<file path="src/rtl/core/cpnc_pkg.sv">
package cpnc_pkg;

	localparam int SAMPLES    = 16;
	localparam int PIX_W      = 8;
	localparam int SUM_W      = 12;
	localparam int SQ_W       = 20;
	localparam int VAR_W      = 24;
	localparam int PROD_W     = 2 * VAR_W;
	localparam int ITER       = 15;
	localparam int LO_W       = ITER;
	localparam int ACC_W      = 82;
	localparam int RHS_SHIFT  = 30;
	localparam int FRAC_ONE   = 16384;
	localparam int CORR_W     = 16;
	localparam int FIFO_DEPTH = 4;
	localparam int PTR_W      = $clog2(FIFO_DEPTH);
	localparam int CNT_W      = PTR_W + 1;

	// classified request handed from front to back
	typedef struct packed {
		logic             flat;
		logic             neg;
		logic [VAR_W-1:0] mag;
		logic [VAR_W-1:0] var_a;
		logic [VAR_W-1:0] var_b;
	} cpnc_job_t;

endpackage

</file>
<file path="src/rtl/core/cpnc_queue.sv">
module cpnc_queue
	import cpnc_pkg::*;
(
	input  logic      clk,
	input  logic      arst_n,
	input  logic      push,
	input  cpnc_job_t wr_job,
	input  logic      pop,
	output cpnc_job_t rd_job,
	output logic      full,
	output logic      empty
);

	cpnc_job_t        mem_q [FIFO_DEPTH];
	logic [PTR_W-1:0] wp_q, rp_q;
	logic [CNT_W-1:0] cnt_q;

	assign full   = cnt_q == CNT_W'(FIFO_DEPTH);
	assign empty  = cnt_q == '0;
	assign rd_job = mem_q[rp_q];

	always_ff @(posedge clk) begin
		if (push) begin
			mem_q[wp_q] <= wr_job;
		end
	end

	always_ff @(posedge clk or negedge arst_n) begin
		if (!arst_n) begin
			wp_q  <= '0;
			rp_q  <= '0;
			cnt_q <= '0;
		end else begin
			if (push) begin
				wp_q <= wp_q + 1'b1;
			end
			if (pop) begin
				rp_q <= rp_q + 1'b1;
			end
			if (push && !pop) begin
				cnt_q <= cnt_q + 1'b1;
			end else if (pop && !push) begin
				cnt_q <= cnt_q - 1'b1;
			end
		end
	end

endmodule

</file>
<file path="config.mk">
export PLATFORM = sky130hd
export DESIGN_NAME = cpnc_queue
export DESIGN_NICKNAME = d
export VERILOG_FILES = /design/src/rtl/core/cpnc_pkg.sv /design/src/rtl/core/cpnc_queue.sv
export SDC_FILE = /design/constraint.sdc
export NUM_CORES = 1
export LEC_CHECK = 0
export BUFFER_PORTS_ARGS = -buffer_cell sky130_fd_sc_hd__buf_2
export CAP_MARGIN = 20
export CORE_AREA = 2 2 130 226
export CTS_CLUSTER_DIAMETER = 40
export DETAILED_ROUTE_END_ITERATION = 10
export DIE_AREA = 0 0 132 228
export PLACE_DENSITY = 0.57
export SLEW_MARGIN = 15
export SYNTH_ARGS = -nofsm -noshare
export SYNTH_HDL_FRONTEND = slang
export SYNTH_SLANG_ARGS = --single-unit
</file>
<file path="constraint.sdc">
create_clock -name clk -period 4 [get_ports clk]
set_input_delay 0.2 -clock clk [delete_from_list [all_inputs] [get_ports clk]]
set_output_delay 0.2 -clock clk [all_outputs]
set_load 0.05 [all_outputs]
</file>
==> Word level (Yosys, flattened, before mapping) <==
Memory sizes are Yosys's and may differ from the RTL's.
Cells that the tools add are included.
{ "word_totals": {"ff_bits": 7, "ramBits": 296, "in_bits": 78, "out_inout_bits": 76, "n_memories": 1} }
{ "classes": {"add_sub_neg": 4, "eq_ne": 1, "mux": 4, "reduce_logical": 6} }
{ "memory_table": {"columns": ["memory", "words", "width", "read_ports", "rd_ports_with_merged_regs", "wr", "line_no", "text"], "rows": [
  ["mem_q", 4, 74, 1, 0, 1, "cpnc_queue.sv:14", "cpnc_job_t mem_q [FIFO_DEPTH];"]
]} }
{ "ops": {"columns": ["cell", "n"], "rows": [
  ["two-way mux 3 bit", 2],
  ["adder 2 x 1 -> 2 bit, second input constant", 2],
  ["adder 3 x 1 -> 3 bit, second input constant", 1],
  ["equality test 3 bit, second input constant", 1],
  ["logical NOT 3 bit", 1],
  ["subtractor 3 x 1 -> 3 bit, second input constant", 1],
  ["logical AND 1 bit", 2],
  ["logical NOT 1 bit", 2],
  ["two-way mux 1 bit", 2],
  ["nonzero test 2 bit", 1]
]} }

==> Longest topological paths before layout <==
Gate-level depths: netlist of the first run.
{ "depth": {"ltp_word": 4, "depth_mapped": 7} }

==> Worst setup path before layout of the first run <==
No wires, ideal clock.
{ "synth_timing": {"kind": "reg2reg", "start": "reg wp_q[0]", "end": "mem mem_q[2][0] in the netlist's numbering, enable pin", "setup_ns": 0.440, "arrival_time_ns": 2.345, "setup_slack_ns": 1.215, "stages_incl_launch_ff": 4, "n_path_buf": 0, "cell_sequence": "dfrtp_1 inv_1 ha_1 and2_1"} }
{ "synth_lines": {"columns": ["element", "line_no", "text"], "rows": [
  ["start: declaration", "cpnc_queue.sv:15", "logic [PTR_W-1:0] wp_q, rp_q;"],
  ["start signal: assignment", "cpnc_queue.sv:35", "wp_q <= wp_q + 1'b1;"],
  ["end: declaration", "cpnc_queue.sv:14", null]
]} }
Straight into the memory's write port.

==> run_results.csv, run 1 <==
group,metric,value,unit
synthesis,syn_area,0.01112,mm²
run,maxCapViolCount,0,
sta,whs,16.30,ps
sta,hold_viol_final,0,
critical_path,r2r-start,"wp_q[0]",
sta,slew_headroom,30.08,%
synthesis,synth_edf_count,296,
sta,finalCritPeriodShare,72.16,%
clocking,tritoncts,"done",
synthesis,syn_inst,421,
route,first_pass_iters,4,
place,place_congestion,0.7367,
clocking,cts.sinks,303,
global_routing,antenna_found_initial,2,
sta,rsz0062_at_grt,"false",
floorplanning,io_pins,154,
clocking,cts_setup_buffers,0,
cells_and_area,area_growth,26.28,%
critical_path,crit_chain,"buf_4 -> mux4_2 -> buf_2",
synthesis,ys_top_cells_by_area,"edfxtp_1, mux4_2, dfrtp_1",
critical_path,reg2reg_slack,1800,ps
sta,worst_pin_slew,1049,ps
route,drc,0,
sta,worst_clock_skew,10.69,ps
floorplanning,core-area,0.02842,mm²
power_and_ir_drop,switching_power,4333,µW
worst_hold_path,hold_class,"in -> async",
power_and_ir_drop,power.density,811.0,mW/mm²
critical_path,worstSetupPathType,"reg -> out",
global_routing,grt_max_degree,76,
route,drt_iter0_drc,286,
cells_and_area,final_cell_mix,"edfxtp_1, buf_2, dlygate4sd3_1",
global_routing,grt_usage,14.83,%
route,via_count,5249,
global_routing,grt_pass1_vias,5976,
floorplanning,die_h,228,µm
power_and_ir_drop,peakVddDrop,0.4635,mV
cells_and_area,n_fill_cell,2398,
critical_path,arrival,2690,ps
critical_path,critPathSlowestCell,"dfrtp_4",
floorplanning,start_util,39.12,%
cells_and_area,seq_area,0.009071,mm²
synthesis,ys.flop_type,"edfxtp_1",
critical_path,worstSetupStartpoint,"rp_q[0]",
synthesis,synth_fp_nets,505,
route,wl_met2,12200,µm
critical_path,critPathLaunchType,"flop",
power_and_ir_drop,comb_power_share,36.7,%
synthesis,syn_area_per_cell,26.41,µm²
synthesis,synth_area_leader_cell,"edfxtp_1",
floorplanning,die_area,0.03010,mm²
clocking,path_clk_slew,60,ps
place,hpwl,13580,µm
route,routed_wl,22160,µm
cells_and_area,final_common_cell,"edfxtp_1",
critical_path,path_max_fanout,37,
synthesis,synth_top_area_share,79.95,%
power_and_ir_drop,p_clk_share,23.9,%
route,vias_per_cell,4.896,
cells_and_area,layout-drive-gt1-share,41.41,%
cells_and_area,multi_input_area,0.001877,mm²
global_routing,grt_pass1_wl,33890,µm
synthesis,ys_seq_area_share,81.53,%
critical_path,worstSetupEndpointType,"primary output",
power_and_ir_drop,switching_share,38.06,%
critical_path,cp_top_family,"flip-flops",
synthesis,ys_warn_count,0,
route,wl_per_cell,20.67,µm
sta,tns,0,ps
global_routing,grt.overflow.total,0,
clocking,cts_made_buffers,29,
clocking,clock_latency,540,ps
cells_and_area,num-nets-final,756,
critical_path,crit_required,3800,ps
clocking,cts_max_path_buffers,3,
route,highest_layer,"met5",
sta,setup_viol,0,
critical_path,crit_buf_inv,2,
sta,final.min_clock_period,2887,ps
clocking,clk_root_buffer_cell,"clkbuf_16",
route,ant_nets,0,
synthesis,synth_seq_cells,303,
clocking,htreeDepth,1,
power_and_ir_drop,power_leakage,0.004833,µW
place,port-buffer-count,153,
route,met3_length,850,µm
route,drt-met1-wl,8183,µm
floorplanning,rows,82,
synthesis,synthArstFlopShare,2.310,%
sta,slew_violations,0,
sta,fmax,346.4,MHz
power_and_ir_drop,p_int,7052,µW
power_and_ir_drop,seq_power_share,39.5,%
run_status,outcome,"finished, final reports clean",
synthesis,ys_types,20,
floorplanning,die_w,132,µm
critical_path,critPathMaxStageDelay,940,ps
[timing repair]
item | in CTS | in global routing
gates resized for setup | 0 | 0
setup endpoints to repair | 0 | 0
hold buffers | 77 | 0
endpoints found under the hold margin | 307 | 0
[per-layer routing]
layer	up-vias	track usage, %
met5	-	0
met4	2	7.235
met3	52	2.467
met2	139	27.99
met1	2749	15.79
li1	2307	-
[area by class of cell]
type / count / area share [%]
flip-flops and latches: 303 / 64.62
inverters: 4 / 0.1070
clock inverters: 16 / 1.328
repair buffers: 237 / 11.69
diodes: 1 / 0.01783
well taps: 378 / 3.369
multi-input cells: 97 / 13.37
clock buffers: 36 / 5.499
[worst paths after layout]
path | to | depth (start not counted)
worst min-delay path | cnt_q[2] | 2
worst min register to register | cnt_q[2] | 1
worst max-delay path | rd_job[48] | 3
min in group clk | mem_q[3][68] | 2
max in group asynchronous | rp_q[0] | 2
worst max register to register | mem_q[0][29] | 4
[state kept, by name, indices dropped and copies added (netlist names)]
signal	flops
mem_q	296
rp_q	2
wp_q	2
cnt_q	3
[stage by stage]
step | cell area (µm²) | total power (µW) | util (%) | worst slack (ps) | std cells
6_report | 14040 | 11390 | 49.40 | 1114 | 1072
5_1_grt | 14040 | 11850 | 49.40 | 901.5 | 1072
4_1_cts | 14010 | 11560 | 49.29 | 983.2 | 1070
3_5_place_dp | 12280 | 8769 | 43.21 | 1575 | 941
3_3_place_gp | 12250 | 8686 | 43.11 | 1613 | 940
2_1_floorplan | 11120 | 7839 | - | 1215 | 421
[power groups by stage]
stage,Sequential [µW],Clock [µW],Combinational [µW]
after global routing,4570,2890,4390
after floorplan,4350,0,3490
final,4500,2720,4170
after detailed placement,4700,0,4070
after global placement,4650,0,4030
after CTS,4630,2790,4140
[Yosys cell counts (2+ instances only)]
library cell and count:
and2_1 4, buf_4 3, xor2_1 4, xnor2_1 2, mux4_2 74, nand2_1 2
inv_1 4, edfxtp_1 296, buf_2 6, clkbuf_1 2, dfrtp_1 7, buf_12 5
ha_1 5
[logic make-up (layout without fill, tap and decap cells)]
| kind of cell | Yosys count | after routing | share of synthesized area (%) |
|---|---|---|---|
| AOI/OAI and AO/OA | 1 | 1 | 0.04498 |
| xor gates and xnor gates | 6 | 6 | 0.4727 |
| and+or+nand+nor | 9 | 9 | 0.4389 |
| DFF | 303 | 303 | 81.53 |
| buffers and inverters | 21 | 293 | 1.677 |
| other | 0 | 1 | 0 |
| adders and majority gates | 6 | 6 | 0.7428 |
| muxes | 75 | 75 | 15.09 |
Note: power is estimated with default switching activity, not from simulation.
==> inputs of run 2 (changes only) <==
==> constraint.sdc (replaced) <==
create_clock -name clk -period 2.7 [get_ports clk]
set_input_delay 0.135 -clock clk [delete_from_list [all_inputs] [get_ports clk]]
set_output_delay 0.135 -clock clk [all_outputs]
set_load 0.05 [all_outputs]
==> run_results.csv, run 2 (synthesized netlist as in run 1, its figures left out) <==
group,metric,value,unit
sta,setup_viol,0,
critical_path,crit_chain,"buf_12 -> mux4_2 -> buf_2",
cells_and_area,n_fill_cell,2347,
clocking,tritoncts,"done",
cells_and_area,layout-drive-gt1-share,41.63,%
global_routing,grt_usage,14.88,%
cells_and_area,fin_cells,1078,
place,dp.cells,947,
sta,hold_viol_final,0,
route,via_count,5208,
clocking,cts.sinks,303,
sta,setup_slack,202.1,ps
critical_path,critPathSlowestCell,"dfrtp_4",
sta,worst_pin_slew,491.3,ps
sta,final.min_clock_period,2498,ps
critical_path,path_max_fanout,36,
worst_hold_path,hold_class,"in -> reg",
floorplanning,die_h,228,µm
cells_and_area,final_cell_mix,"edfxtp_1, buf_2, dlygate4sd3_1",
floorplanning,die_area,0.03010,mm²
cells_and_area,largest_reg_flops,296,
floorplanning,die_w,132,µm
power_and_ir_drop,power.density,1206,mW/mm²
run,maxCapViolCount,0,
sta,slew_violations,0,
route,wl_per_cell,20.45,µm
global_routing,grt_pass1_vias,6002,
cells_and_area,largestRegisters,"mem_q x296, cnt_q x3",
floorplanning,start_util,39.12,%
global_routing,grt_pass1_wl,34000,µm
route,routed_wl,22040,µm
clocking,path_clk_slew,60,ps
place,place_congestion,0.6650,
clocking,clock_latency,530,ps
route,first_pass_iters,7,
power_and_ir_drop,power_leakage,0.004879,µW
sta,slew_headroom,67.24,%
route,drt_iter0_drc,246,
power_and_ir_drop,peakVddDrop,0.7608,mV
sta,tns,0,ps
route,vias_per_cell,4.831,
cells_and_area,final_util,49.77,%
critical_path,critPathMaxStageDelay,630,ps
floorplanning,rows,82,
place,dp_slack,705.5,ps
clocking,cts_made_buffers,29,
critical_path,worstSetupEndpointType,"primary output",
cells_and_area,top_register,"mem_q",
run_status,outcome,"finished, final reports clean",
cells_and_area,num-nets-final,762,
critical_path,crit_buf_inv,2,
critical_path,worstSetupPathType,"reg -> out",
clocking,htreeDepth,1,
global_routing,grt.overflow.total,0,
sta,whs,354.2,ps
critical_path,cp_top_family,"flip-flops",
sta,fmax,400.3,MHz
sta,rsz0062_at_grt,"false",
sta,worst_clock_skew,6.619,ps
place,port-buffer-count,153,
floorplanning,io_pins,154,
critical_path,arrival,2360,ps
global_routing,grt_max_degree,46,
clocking,clk_root_buffer_cell,"clkbuf_16",
clocking,post_cts_resized,0,
cells_and_area,final_common_cell,"edfxtp_1",
critical_path,crit_required,2570,ps
global_routing,antenna_found_initial,2,
sta,finalCritPeriodShare,92.51,%
clocking,cts_max_path_buffers,3,
route,drc,0,
place,hpwl,13640,µm
route,ant_nets,0,
floorplanning,core-area,0.02842,mm²
critical_path,critPathLaunchType,"flop",
cells_and_area,area_growth,27.23,%
run 2: cell count changes in the layout (fill, tap and decap cells not counted), moves of 2 or more:
cell and change:
buf_12 +6, buf_16 -2, bufinv_16 +2, clkbuf_8 -2, clkinv_1 +2, clkinv_4 -4
run 2: area by class of cell:
class | instances | area (µm²) | area share (%)
antenna | 1 | 2.502 | 0.01769
inverter | 4 | 15.01 | 0.1062
multi-input combinational | 97 | 1877 | 13.27
clock inverter | 19 | 240.2 | 1.699
tap | 378 | 473.0 | 3.344
clock buffer | 33 | 740.7 | 5.237
timing repair buffer | 243 | 1724 | 12.19
sequential | 303 | 9071 | 64.14
run 2: stage by stage:
| step | area [µm²] | total power, µW |
|---|---|---|
| 2_1_floorplan | 11120 | 11580 |
| 3_5_place_dp | 12380 | 13090 |
| 3_3_place_gp | 12380 | 12970 |
| 6_report | 14140 | 17060 |
| 5_1_grt | 14140 | 17760 |
| 4_1_cts | 14140 | 17350 |
run 2: path summary, 6_finish.rpt:
| kind | end | slack, ps | depth (start not counted) | startpoint |
|---|---|---|---|---|
| min in group asynchronous | rp_q[1] | 620 | 3 | arst_n |
| max reg2reg | mem_q[1][34] | 950 | 4 | wp_q[1] |
| max in group asynchronous | rp_q[0] | 1790 | 3 | arst_n |
| max | rd_job[9] | 200 | 3 | rp_q[0] |
| min reg2reg | cnt_q[2] | 500 | 1 | cnt_q[2] |
| min | mem_q[0][53] | 350 | 2 | wr_job[53] |
run 2: timing repair:
| item | 4_1_cts | 5_1_grt |
|---|---|---|
| endpoints found under the hold margin | 307 | 0 |
| setup buffers | 0 | 0 |
| setup endpoints to repair | 0 | 0 |
| hold buffers | 78 | 0 |
run 2: where the power goes:
part           internal [µW]  switching, µW
Combinational           2000           4400
Clock                   2460           1680
Sequential              6150            369
run 2: routing by layer:
layer	track usage [%]	vias up	share of wire, %
li1	-	2319	-
met1	15.99	2732	37
met2	29.35	123	58
met3	1.956	32	3.2
met4	5.129	2	2.2
met5	0	-	0.050
==> inputs of run 3 (changes only) <==
--- a/config.mk
+++ b/config.mk
@@ -11,7 +11,7 @@
 export CTS_CLUSTER_DIAMETER = 40
 export DETAILED_ROUTE_END_ITERATION = 10
 export DIE_AREA = 0 0 132 228
-export PLACE_DENSITY = 0.57
+export SETUP_SLACK_MARGIN = 0.5
 export SLEW_MARGIN = 15
 export SYNTH_ARGS = -nofsm -noshare
 export SYNTH_HDL_FRONTEND = slang
==> constraint.sdc (replaced) <==
create_clock -name clk -period 2.4 [get_ports clk]
set_input_delay 0.12 -clock clk [delete_from_list [all_inputs] [get_ports clk]]
set_output_delay 0.12 -clock clk [all_outputs]
set_load 0.05 [all_outputs]
==> run_results.csv, run 3 (synthesized netlist as in run 1, its figures left out) <==
group,metric,value,unit
run_status,outcome,"finished, final reports clean",
sta,rsz0062_at_grt,"true",
power_and_ir_drop,p_clk_share,22.2,%
cells_and_area,multi_input_area,0.001877,mm²
floorplanning,die_area,0.03010,mm²
critical_path,timing.rr.end,"mem_q[0][17]",
sta,hold_viol_final,0,
critical_path,critPathLaunchType,"flop",
floorplanning,core-area,0.02842,mm²
power_and_ir_drop,switching_share,36.66,%
clocking,htreeDepth,1,
place,place_congestion,0.7083,
sta,fmax,452.3,MHz
critical_path,r2r-start,"wp_q[0]",
power_and_ir_drop,power_leakage,0.005190,µW
cells_and_area,largestRegisters,"mem_q x296, cnt_q x3",
global_routing,grt_usage,15.18,%
clocking,tritoncts,"done",
power_and_ir_drop,peakVddDrop,0.9912,mV
place,dp.cells,950,
cells_and_area,layout-drive-gt1-share,43.24,%
global_routing,grt_pass1_wl,34750,µm
critical_path,worstSetupPathType,"reg -> out",
critical_path,cp_common_cell,"buf_12",
cells_and_area,top_register,"mem_q",
run,maxCapViolCount,0,
worst_hold_path,min_path_cells,2,
critical_path,reg2reg_slack,670,ps
critical_path,worstSetupEndpointType,"primary output",
clocking,cts_max_path_buffers,3,
sta,slew_headroom,70.38,%
critical_path,critPathMaxStageDelay,500,ps
power_and_ir_drop,power.density,1408,mW/mm²
global_routing,grt_pass1_vias,5976,
floorplanning,die_h,228,µm
floorplanning,rows,82,
route,wl_per_cell,20.91,µm
floorplanning,io_pins,154,
cells_and_area,final_common_cell,"edfxtp_1",
route,ant_nets,0,
cells_and_area,stdcell_area,0.01491,mm²
critical_path,crit_required,2280,ps
critical_path,crit_chain,"buf_12 -> buf_12 -> clkbuf_16 -> mux4_2 -> buf_6",
route,drc,0,
cells_and_area,largest_reg_flops,296,
floorplanning,die_w,132,µm
power_and_ir_drop,switching_power,7696,µW
clocking,path_clk_slew,70,ps
route,via_count,5333,
sta,worst_pin_slew,444.2,ps
clocking,clock_latency,540,ps
cells_and_area,final_util,52.48,%
floorplanning,start_util,39.12,%
critical_path,arrival,2090,ps
worst_hold_path,holdPathEnd,"mem_q[0][63]",
route,drt_iter0_drc,282,
route,first_pass_iters,7,
cells_and_area,num-nets-final,780,
sta,tns,0,ps
critical_path,critPathSlowestCell,"dfrtp_4",
sta,finalCritPeriodShare,92.12,%
power_and_ir_drop,p_int,13300,µW
route,routed_wl,22940,µm
place,post_dp_cell_area,0.01245,mm²
power_and_ir_drop,seq_power_share,34.2,%
place,port-buffer-count,153,
worst_hold_path,worstHoldStart,"wr_job[63]",
clocking,clk_root_buffer_cell,"clkbuf_16",
cells_and_area,final_cell_mix,"edfxtp_1, buf_2, dlygate4sd3_1",
cells_and_area,n_fill_cell,2207,
critical_path,reg2reg_depth,4,
cells_and_area,area_growth,34.16,%
critical_path,path_max_fanout,5,
sta,final.min_clock_period,2211,ps
place,hpwl,13670,µm
cells_and_area,fin_cells,1097,
clocking,cts.sinks,303,
power_and_ir_drop,comb_power_share,43.7,%
sta,worst_clock_skew,16.21,ps
global_routing,grt.overflow.total,0,
sta,setup_viol,0,
route,vias_per_cell,4.861,
worst_hold_path,hold_class,"in -> reg",
global_routing,grt_max_degree,34,
sta,slew_violations,0,
global_routing,antenna_found_initial,3,
clocking,cts_made_buffers,29,
cells_and_area,seq_area,0.009071,mm²
-- run 3: final cells by class --
cell class	instances	area share, %
sequential	303	60.82
timing repair buffer	261	16.69
multi-input combinational	97	12.58
clock buffer	31	4.916
tap	378	3.171
clock inverter	21	1.686
inverter	4	0.1007
antenna	2	0.03356
-- run 3: per-layer routing --
metal | track usage [%] | routed length, µm | vias up
met4 | 6.046 | 742 | 2
met3 | 2.200 | 842 | 42
li1 | - | - | 2360
met2 | 28.82 | 12880 | 132
met1 | 16.85 | 8460 | 2797
met5 | 0 | 13 | -
-- run 3: how the worst max path moves through the flow --
stage	startpoint	endpoint	slack [ps]	cells past startpoint
after floorplan	wp_q[0]	mem_q[3][0]	510	2
after global placement	rp_q[0]	rd_job[43]	530	3
after detailed placement	rp_q[0]	rd_job[43]	510	3
after CTS	rp_q[0]	rd_job[18]	150	5
after global routing	rp_q[0]	rd_job[17]	130	5
final	rp_q[0]	rd_job[16]	190	5
-- run 3: power groups by stage --
| stage | sequential, µW | clock, µW | combinational, µW |
|---|---|---|---|
| after CTS | 7190 | 4780 | 9190 |
| after detailed placement | 7380 | 0 | 7460 |
| after floorplan | 7190 | 0 | 5840 |
| after global routing | 7250 | 4970 | 9550 |
| after global placement | 7300 | 0 | 7430 |
| final | 7170 | 4660 | 9160 |
-- run 3: metrics by stage --
| stage | setup WS (ps) | total power, µW | hold slack [ps] |
|---|---|---|---|
| 2_1_floorplan | 507.8 | 13020 | -175.6 |
| 3_3_place_gp | 534.9 | 14720 | -34.08 |
| 3_5_place_dp | 511.8 | 14840 | -32.74 |
| 4_1_cts | 152.5 | 21150 | 304.5 |
| 5_1_grt | 132.6 | 21780 | 327.9 |
| 6_report | 189.1 | 20990 | 327.3 |
-- run 3: worst max-delay path, delay by kind of cell (launching register included) --
family | cells | cell delay [ps]
mux | 1 | 420
flops | 1 | 500
buf+inv | 4 | 610
-- run 3: what timing repair did --
| action | in CTS | in global routing |
|---|---|---|
| endpoints found under the setup margin | 74 | 74 |
| gates cloned | 4 | 3 |
| endpoints found under the hold margin | 307 | 0 |
| gates resized for setup | 140 | 0 |
| buffers inserted | 8 | 0 |
| hold buffers | 78 | 0 |
